File: src/rtl/core/iorr_pkg.sv
`timescale 1ns / 1ps
// ----------------------------------------------------------------------------
// iorr_pkg
// Shared types and constants for the interrupt override router: request and
// response words, table entry layouts, command and status codes.
// ----------------------------------------------------------------------------
package iorr_pkg;

  // Default table sizes and redirection register base.
  localparam int OVR_ENTRIES_DEF = 16;
  localparam int CTL_ENTRIES_DEF = 8;
  localparam int REDIR_BASE_DEF  = 16;

  localparam int REG_IDX_W = 10;
  localparam int LOW_W     = 17;

  // Command codes.
  localparam logic [1:0] CMD_ROUTE    = 2'd0;
  localparam logic [1:0] CMD_LOAD_OVR = 2'd1;
  localparam logic [1:0] CMD_LOAD_CTL = 2'd2;

  // Status codes.
  localparam logic [1:0] ST_ROUTED = 2'd0;
  localparam logic [1:0] ST_NO_CTL = 2'd1;
  localparam logic [1:0] ST_STORED = 2'd2;
  localparam logic [1:0] ST_FULL   = 2'd3;

  // Override flag bits.
  localparam int FLAG_LOW_POL = 1;
  localparam int FLAG_LEVEL   = 3;

  typedef struct packed {
    logic [1:0]  command;
    logic [7:0]  irq;
    logic [7:0]  src_bus;
    logic [31:0] gsi;
    logic [15:0] flags;
    logic [7:0]  max_entry;
    logic [7:0]  vector;
    logic        mask;
    logic        trig_level;
    logic        pol_low;
    logic        skip_ovr;
  } req_t;

  typedef struct packed {
    logic [1:0]           status;
    logic [2:0]           controller;
    logic [REG_IDX_W-1:0] register_index;
    logic [LOW_W-1:0]     low_word;
    logic [31:0]          resolved_gsi;
  } rsp_t;

  typedef struct packed {
    logic [7:0]  bus;
    logic [7:0]  src_irq;
    logic [15:0] flags;
    logic [31:0] gsi;
  } ovr_entry_t;

  typedef struct packed {
    logic [31:0] base;
    logic [7:0]  max_entry;
  } ctl_entry_t;

endpackage

File: src/rtl/core/iorr_ram.sv
`timescale 1ns / 1ps
// ----------------------------------------------------------------------------
// iorr_ram
// Simple dual-port table memory: one write port, one read port with the
// read data registered.
// ----------------------------------------------------------------------------
module iorr_ram #(
  parameter int WIDTH = 64,
  parameter int DEPTH = 16,
  parameter int AW    = (DEPTH > 1) ? $clog2(DEPTH) : 1
) (
  input  logic             clk,
  input  logic             wr_en,
  input  logic [AW-1:0]    wr_addr,
  input  logic [WIDTH-1:0] wr_data,
  input  logic [AW-1:0]    rd_addr,
  output logic [WIDTH-1:0] rd_data
);

  logic [WIDTH-1:0] mem [DEPTH];

  always_ff @(posedge clk) begin
    if (wr_en) begin
      mem[wr_addr] <= wr_data;
    end
  end

  always_ff @(posedge clk) begin
    rd_data <= mem[rd_addr];
  end

endmodule

File: src/rtl/core/irq_override_router_top.sv
`timescale 1ns / 1ps
// ----------------------------------------------------------------------------
// irq_override_router_top
// Resolves legacy IRQs through an override table and finds the covering
// interrupt controller; both tables live in synchronous memories.
// ----------------------------------------------------------------------------
// Usage:
//   The request channel (req_valid / req_stall / req) carries one command
//   word: load an override entry, load a controller range, or route an IRQ.
//   The response channel (rsp_valid / rsp_stall / rsp) returns exactly one
//   word per request, in order.
//   A load is accepted in the idle state and moves to the output step,
//   which registers its response word and returns to idle. A route
//   request, unless skip_ovr is set, walks the override table one entry
//   per cycle until the first match or the last loaded entry, then the
//   controller table one entry per cycle until the first range that
//   covers the GSI or the last loaded entry, and then moves to the output
//   step. The walk is set by the single read port of each table memory.
//   req_stall is high while a request is being worked on.
//   A finished response waits in the output register while rsp_stall is
//   high; the next request may be accepted meanwhile, and its response is
//   held back until the output register is free.
//   Reset empties both tables (entry counts to zero) and drops rsp_valid.
// ----------------------------------------------------------------------------
module irq_override_router_top
  import iorr_pkg::*;
#(
  parameter int OVERRIDE_ENTRIES   = OVR_ENTRIES_DEF,
  parameter int CONTROLLER_ENTRIES = CTL_ENTRIES_DEF,
  parameter int REDIRECTION_BASE   = REDIR_BASE_DEF
) (
  input  logic clk,
  input  logic rst,
  input  logic req_valid,
  output logic req_stall,
  input  req_t req,
  output logic rsp_valid,
  input  logic rsp_stall,
  output rsp_t rsp
);

  localparam int OVR_AW = (OVERRIDE_ENTRIES > 1) ? $clog2(OVERRIDE_ENTRIES) : 1;
  localparam int OVR_CW = $clog2(OVERRIDE_ENTRIES + 1);
  localparam int CTL_AW = (CONTROLLER_ENTRIES > 1) ? $clog2(CONTROLLER_ENTRIES) : 1;
  localparam int CTL_CW = $clog2(CONTROLLER_ENTRIES + 1);

  typedef enum logic [3:0] {
    S_IDLE = 4'b0001,
    S_OVR  = 4'b0010,
    S_CTL  = 4'b0100,
    S_OUT  = 4'b1000
  } state_t;

  state_t state;

  logic [OVR_CW-1:0] ovr_count;
  logic [CTL_CW-1:0] ctl_count;
  logic [OVR_CW-1:0] ovr_idx;
  logic [CTL_CW-1:0] ctl_idx;

  // Working copy of the request being routed.
  logic [7:0]  irq_q;
  logic [7:0]  vector_q;
  logic        mask_q;
  logic        level_q;
  logic        act_low_q;
  logic [31:0] gsi_q;
  logic        route_q;

  logic [1:0]           status_q;
  logic [2:0]           ctl_sel_q;
  logic [REG_IDX_W-1:0] reg_idx_q;

  logic       req_fire;
  logic       out_load;
  logic       ovr_full;
  logic       ctl_full;
  logic       ovr_we;
  logic       ctl_we;
  ovr_entry_t ovr_wdata;
  ctl_entry_t ctl_wdata;
  ovr_entry_t ovr_rdata;
  ctl_entry_t ctl_rdata;
  logic [OVR_AW-1:0] ovr_rd_addr;
  logic [CTL_AW-1:0] ctl_rd_addr;
  logic [OVR_CW-1:0] ovr_idx_inc;
  logic [CTL_CW-1:0] ctl_idx_inc;
  logic       ovr_last;
  logic       ctl_last;

  logic [32:0]          gsi_diff;
  logic                 covers;
  logic [REG_IDX_W-1:0] reg_idx;
  logic [CTL_CW+2:0]    ctl_idx_ext;
  logic [LOW_W-1:0]     low_word;

  assign req_stall = (state != S_IDLE);
  assign req_fire  = req_valid && !req_stall;
  assign out_load  = (state == S_OUT) && (!rsp_valid || !rsp_stall);

  assign ovr_full = (ovr_count == OVR_CW'(OVERRIDE_ENTRIES));
  assign ctl_full = (ctl_count == CTL_CW'(CONTROLLER_ENTRIES));

  assign ovr_we = req_fire && (req.command == CMD_LOAD_OVR) && !ovr_full;
  assign ctl_we = req_fire && (req.command == CMD_LOAD_CTL) && !ctl_full;

  assign ovr_wdata = '{bus: req.src_bus, src_irq: req.irq, flags: req.flags,
                       gsi: req.gsi};
  assign ctl_wdata = '{base: req.gsi, max_entry: req.max_entry};

  assign ovr_idx_inc = ovr_idx + OVR_CW'(1);
  assign ctl_idx_inc = ctl_idx + CTL_CW'(1);
  assign ovr_last    = (ovr_idx_inc == ovr_count);
  assign ctl_last    = (ctl_idx_inc == ctl_count);

  // Each walk reads one entry ahead; entry 0 is fetched in the cycle before
  // a walk starts, so the data for the current index is always ready.
  assign ovr_rd_addr = (state == S_OVR) ? ovr_idx_inc[OVR_AW-1:0] : '0;
  assign ctl_rd_addr = (state == S_CTL) ? ctl_idx_inc[CTL_AW-1:0] : '0;

  iorr_ram #(
    .WIDTH ($bits(ovr_entry_t)),
    .DEPTH (OVERRIDE_ENTRIES),
    .AW    (OVR_AW)
  ) u_ovr_ram (
    .clk     (clk),
    .wr_en   (ovr_we),
    .wr_addr (ovr_count[OVR_AW-1:0]),
    .wr_data (ovr_wdata),
    .rd_addr (ovr_rd_addr),
    .rd_data (ovr_rdata)
  );

  iorr_ram #(
    .WIDTH ($bits(ctl_entry_t)),
    .DEPTH (CONTROLLER_ENTRIES),
    .AW    (CTL_AW)
  ) u_ctl_ram (
    .clk     (clk),
    .wr_en   (ctl_we),
    .wr_addr (ctl_count[CTL_AW-1:0]),
    .wr_data (ctl_wdata),
    .rd_addr (ctl_rd_addr),
    .rd_data (ctl_rdata)
  );

  // Coverage test is done at 33 bits so the upper bound never wraps.
  assign gsi_diff = {1'b0, gsi_q} - {1'b0, ctl_rdata.base};
  assign covers   = !gsi_diff[32] && (gsi_diff[31:8] == 24'd0) &&
                    (gsi_diff[7:0] <= ctl_rdata.max_entry);
  assign reg_idx  = REG_IDX_W'(REDIRECTION_BASE) +
                    REG_IDX_W'({gsi_diff[7:0], 1'b0});
  assign ctl_idx_ext = {3'b000, ctl_idx};

  assign low_word = {mask_q, level_q, 1'b0, act_low_q, 5'b00000, vector_q};

  always_ff @(posedge clk) begin
    if (rst) begin
      state     <= S_IDLE;
      ovr_count <= '0;
      ctl_count <= '0;
      rsp_valid <= 1'b0;
    end else begin
      if (out_load) begin
        rsp_valid <= 1'b1;
      end else if (rsp_valid && !rsp_stall) begin
        rsp_valid <= 1'b0;
      end
      unique case (state)
        S_IDLE: begin
          if (req_fire) begin
            irq_q     <= req.irq;
            vector_q  <= req.vector;
            mask_q    <= req.mask;
            level_q   <= req.trig_level;
            act_low_q <= req.pol_low;
            gsi_q     <= {24'd0, req.irq};
            route_q   <= (req.command == CMD_ROUTE);
            ctl_sel_q <= '0;
            reg_idx_q <= '0;
            ovr_idx   <= '0;
            ctl_idx   <= '0;
            case (req.command)
              CMD_ROUTE: begin
                status_q <= ST_NO_CTL;
                if (!req.skip_ovr && (ovr_count != '0)) begin
                  state <= S_OVR;
                end else if (ctl_count != '0) begin
                  state <= S_CTL;
                end else begin
                  state <= S_OUT;
                end
              end
              CMD_LOAD_OVR: begin
                status_q <= ovr_full ? ST_FULL : ST_STORED;
                if (!ovr_full) begin
                  ovr_count <= ovr_count + OVR_CW'(1);
                end
                state <= S_OUT;
              end
              CMD_LOAD_CTL: begin
                status_q <= ctl_full ? ST_FULL : ST_STORED;
                if (!ctl_full) begin
                  ctl_count <= ctl_count + CTL_CW'(1);
                end
                state <= S_OUT;
              end
              default: begin
                status_q <= ST_FULL;
                state    <= S_OUT;
              end
            endcase
          end
        end
        S_OVR: begin
          if (ovr_rdata.src_irq == irq_q) begin
            gsi_q <= ovr_rdata.gsi;
            // Only an ISA-bus override replaces the requested polarity/trigger.
            if (ovr_rdata.bus == 8'd0) begin
              act_low_q <= ovr_rdata.flags[FLAG_LOW_POL];
              level_q   <= ovr_rdata.flags[FLAG_LEVEL];
            end
          end
          if ((ovr_rdata.src_irq == irq_q) || ovr_last) begin
            state <= (ctl_count != '0) ? S_CTL : S_OUT;
          end else begin
            ovr_idx <= ovr_idx_inc;
          end
        end
        S_CTL: begin
          if (covers) begin
            status_q  <= ST_ROUTED;
            ctl_sel_q <= ctl_idx_ext[2:0];
            reg_idx_q <= reg_idx;
            state     <= S_OUT;
          end else if (ctl_last) begin
            state <= S_OUT;
          end else begin
            ctl_idx <= ctl_idx_inc;
          end
        end
        S_OUT: begin
          if (out_load) begin
            rsp.status         <= status_q;
            rsp.controller     <= ctl_sel_q;
            rsp.register_index <= reg_idx_q;
            rsp.low_word       <= route_q ? low_word : '0;
            rsp.resolved_gsi   <= route_q ? gsi_q : '0;
            state              <= S_IDLE;
          end
        end
        default: begin
          state <= S_IDLE;
        end
      endcase
    end
  end

  // The table counts never pass their capacity.
  a_ovr_count_bound: assert property (@(posedge clk) disable iff (rst)
    ovr_count <= OVR_CW'(OVERRIDE_ENTRIES))
    else $error("override count beyond table size");

  a_ctl_count_bound: assert property (@(posedge clk) disable iff (rst)
    ctl_count <= CTL_CW'(CONTROLLER_ENTRIES))
    else $error("controller count beyond table size");

  // A walk only looks at entries that have been loaded.
  a_ovr_walk_in_range: assert property (@(posedge clk) disable iff (rst)
    (state == S_OVR) |-> (ovr_idx < ovr_count))
    else $error("override walk past loaded entries");

  a_ctl_walk_in_range: assert property (@(posedge clk) disable iff (rst)
    (state == S_CTL) |-> (ctl_idx < ctl_count))
    else $error("controller walk past loaded entries");

  // A new response word appears only after the sequencer finished a request.
  a_rsp_from_out: assert property (@(posedge clk) disable iff (rst)
    $rose(rsp_valid) |-> ($past(state) == S_OUT && state == S_IDLE))
    else $error("response raised outside of the output step");

endmodule
File: config.mk
export PLATFORM = sky130hd
export DESIGN_NAME = irq_override_router_top
export DESIGN_NICKNAME = d
export VERILOG_FILES = /design/src/rtl/core/iorr_pkg.sv /design/src/rtl/core/iorr_ram.sv /design/src/rtl/core/irq_override_router_top.sv
export SDC_FILE = /design/constraint.sdc
export NUM_CORES = 2
export LEC_CHECK = 0
export BUFFER_PORTS_ARGS = -buffer_cell sky130_fd_sc_hd__buf_2
export CORE_AREA = 2 2 507 257
export CTS_CLUSTER_DIAMETER = 50
export DETAILED_ROUTE_END_ITERATION = 12
export DIE_AREA = 0 0 509 259
export PLACE_DENSITY = 0.68
export SYNTH_ARGS = -nofsm -noshare
export SYNTH_HDL_FRONTEND = slang
export SYNTH_HIERARCHICAL = 1
export SYNTH_SLANG_ARGS = --single-unit
export TNS_END_PERCENT = 5
File: constraint.sdc
create_clock -name clk -period 8.7 [get_ports clk]
set_clock_uncertainty 0.05 [all_clocks]
set_input_delay 0 -clock clk [delete_from_list [all_inputs] [get_ports clk]]
set_output_delay 0 -clock clk [all_outputs]
set_load 0.005 [all_outputs]
==> impl_metrics.toml <==
[sta]
finalSetupTns_ns = 0
fmax_ghz = 0.186
final.period_utilization_pct = 61.8
finalHoldViolCount = 0
relSlewSlack_pct = 19.5
period_minus_slack_ns = 5.37
slew_viol_final = 0
setup_viol = 0
worst_pin_slew_ns = 1.18
rsz0062_at_grt = "false"

[worst_setup_path]
reg2reg_to = "reg_idx_q[5]$_SDFFCE_PN0P_"
worst-r2r-cell-count = 13
r2r_start = "gsi_q[0]$_DFFE_PP_"
crit_required_ns = 8.99
startpoint_type = "flip-flop"
arrival_ns = 5.67
worst-setup-path-type = "reg2reg"
end_kind = "flip-flop"
r2r_setup_slack_ns = 3.33
path_max_fanout = 14

[min_path]
hp-start = "req[10]"
whs_path_depth = 2
hold_path_end = "vector_q[6]$_DFFE_PP_"
min_path_type = "in2reg"

[global_route]
antenna_found_initial = 9
track_usage_pct = 18.7
grt_pass1_wl_um = 179000
grt_pass1_vias = 25300
grt_start_max_net_pins = 139
grt-ovfl-total = 0

[route]
via_per_inst = 5.66
ant_nets = 0
drcViolationCount = 0
wire_per_inst_um = 26.7
num_vias = 26200
drt_first_pass_iters = 5
drt_iter0_markers = 3236
wl_um = 124000

[cts]
clockBufferDepth = 3
cts_setup_buffers = 0
clock_sinks = 1356
cts_buffers = 109
htreeDepth = 3
cts_tree = "built"
insertion_delay_ns = 0.72
path_clk_slew_ns = 0.07
cts_root_buf = "clkbuf_16"
cts_resized = 0

[placed_design]
routabilityCongestion = 0.945
dp_hpwl_um = 69100
port-buffer-count = 134

[die]
ios = 156
die_h_um = 259
die_w_um = 509
start_util_pct = 41.0
num_rows = 93
core_area_mm2 = 0.128
dieArea_mm2 = 0.132

[layout]
area_delta_synth_final_pct = 13.6
final_nets = 2969
final_common_cell = "edfxtp_1"
mostFrequentLayoutCells = "1252 x edfxtp_1, 200 x mux4_2, 134 x buf_2"
drive_above_1_share_pct = 21.6

[synthesis]
syn-cell-area_mm2 = 0.0524
synthCells = 2589
yosysWarnings = 6
avgSynthCellArea_um2 = 20.2

[power]
finalPower_mw = 12.7
vdd_drop_max_mv = 0.171
cellLeakagePower_nw = 19.0
powerDensity_mw_per_mm2 = 214

[run_status]
status = "complete, no violations"

[run]
cap_violations = 0
power breakdown:
part	internal (mW)	switching (mW)
Combinational	0.174	0.346
Sequential	7.19	0.0371
Clock	2.71	2.28
worst max path at each step:
stage	startpoint	slack [ns]	cells past startpoint	end
floorplan	ovr_count[0]$_SDFFE_PP0P_	2.72	8	u_ovr_ram/mem[0][0]$_DFFE_PP_
global placement	gsi_q[0]$_DFFE_PP_	3.78	16	reg_idx_q[2]$_SDFFCE_PN0P_
detailed placement	gsi_q[0]$_DFFE_PP_	3.68	16	reg_idx_q[3]$_SDFFCE_PN0P_
CTS	gsi_q[0]$_DFFE_PP_	3.61	16	reg_idx_q[1]$_SDFFCE_PN0P_
global route	gsi_q[0]$_DFFE_PP_	3.19	13	reg_idx_q[1]$_SDFFCE_PN0P_
finish	gsi_q[0]$_DFFE_PP_	3.33	13	reg_idx_q[5]$_SDFFCE_PN0P_
per-stage QoR:
step                      hold WS [ns]  setup slack (ns)  instance area, µm²  cells  utilization [%]
after floorplan                 0.0489              2.72               52400   2595                -
after global placement           0.126              3.78               55000   4342             43.1
after detailed placement         0.129              3.68               55000   4342             43.1
after CTS                       0.0202              3.61               59500   4637             46.6
after global routing            0.0569              3.19               59500   4637             46.6
final                           0.0843              3.33               59500   4638             46.6
area by class of cell:
class,instances,area (µm²)
Antenna cell,1,2.50
Sequential cell,1356,39700
Clock buffer,150,3050
Clock inverter,57,537
Multi-Input combinational cell,1045,12000
Fill cell,10400,68100
Timing Repair Buffer,264,1900
Tap cell,1710,2140
Inverter,55,206
routing by layer:
| metal | track usage, % | vias up | part of all wire, % |
|---|---|---|---|
| li1 | - | 11000 | - |
| met1 | 30.4 | 13800 | 47 |
| met2 | 25.2 | 1311 | 41 |
| met3 | 4.24 | 139 | 10 |
| met4 | 3.86 | 2 | 1.6 |
| met5 | 0 | - | 0.0089 |
worst max-delay path, cell delays in order, from the launching register on:
cell and delay [ns]:
edfxtp_1 0.39, inv_1 0.07, ha_1 0.22, inv_1 0.07, fa_1 0.42, a211oi_1 0.35
o211ai_1 0.22, a31oi_1 0.63, mux2i_1 0.16, nor4_1 0.73, and4_1 0.32, nand4_1 0.25
and4b_1 0.44, a31o_1 0.67
repair_timing:
item	CTS	global route
hold buffers	88	0
setup endpoints to repair	0	0
hold endpoints to repair	1179	0
flip-flops by register name (all words and copies together), names as in the netlist:
signal and flops:
route_q 1, level_q 1, state 4, u_ovr_ram/rd_data 50
u_ctl_ram/mem 320, u_ovr_ram/mem 800, irq_q 8, mask_q 1
u_ctl_ram/rd_data 40, ctl_idx 4, reg_idx_q 9, gsi_q 32
ovr_count 5, ctl_count 4, ctl_sel_q 3, rsp 57
status_q 2, rsp_valid 1, vector_q 8, act_low_q 1
ovr_idx 5
Power figures use the tool's default switching activity.
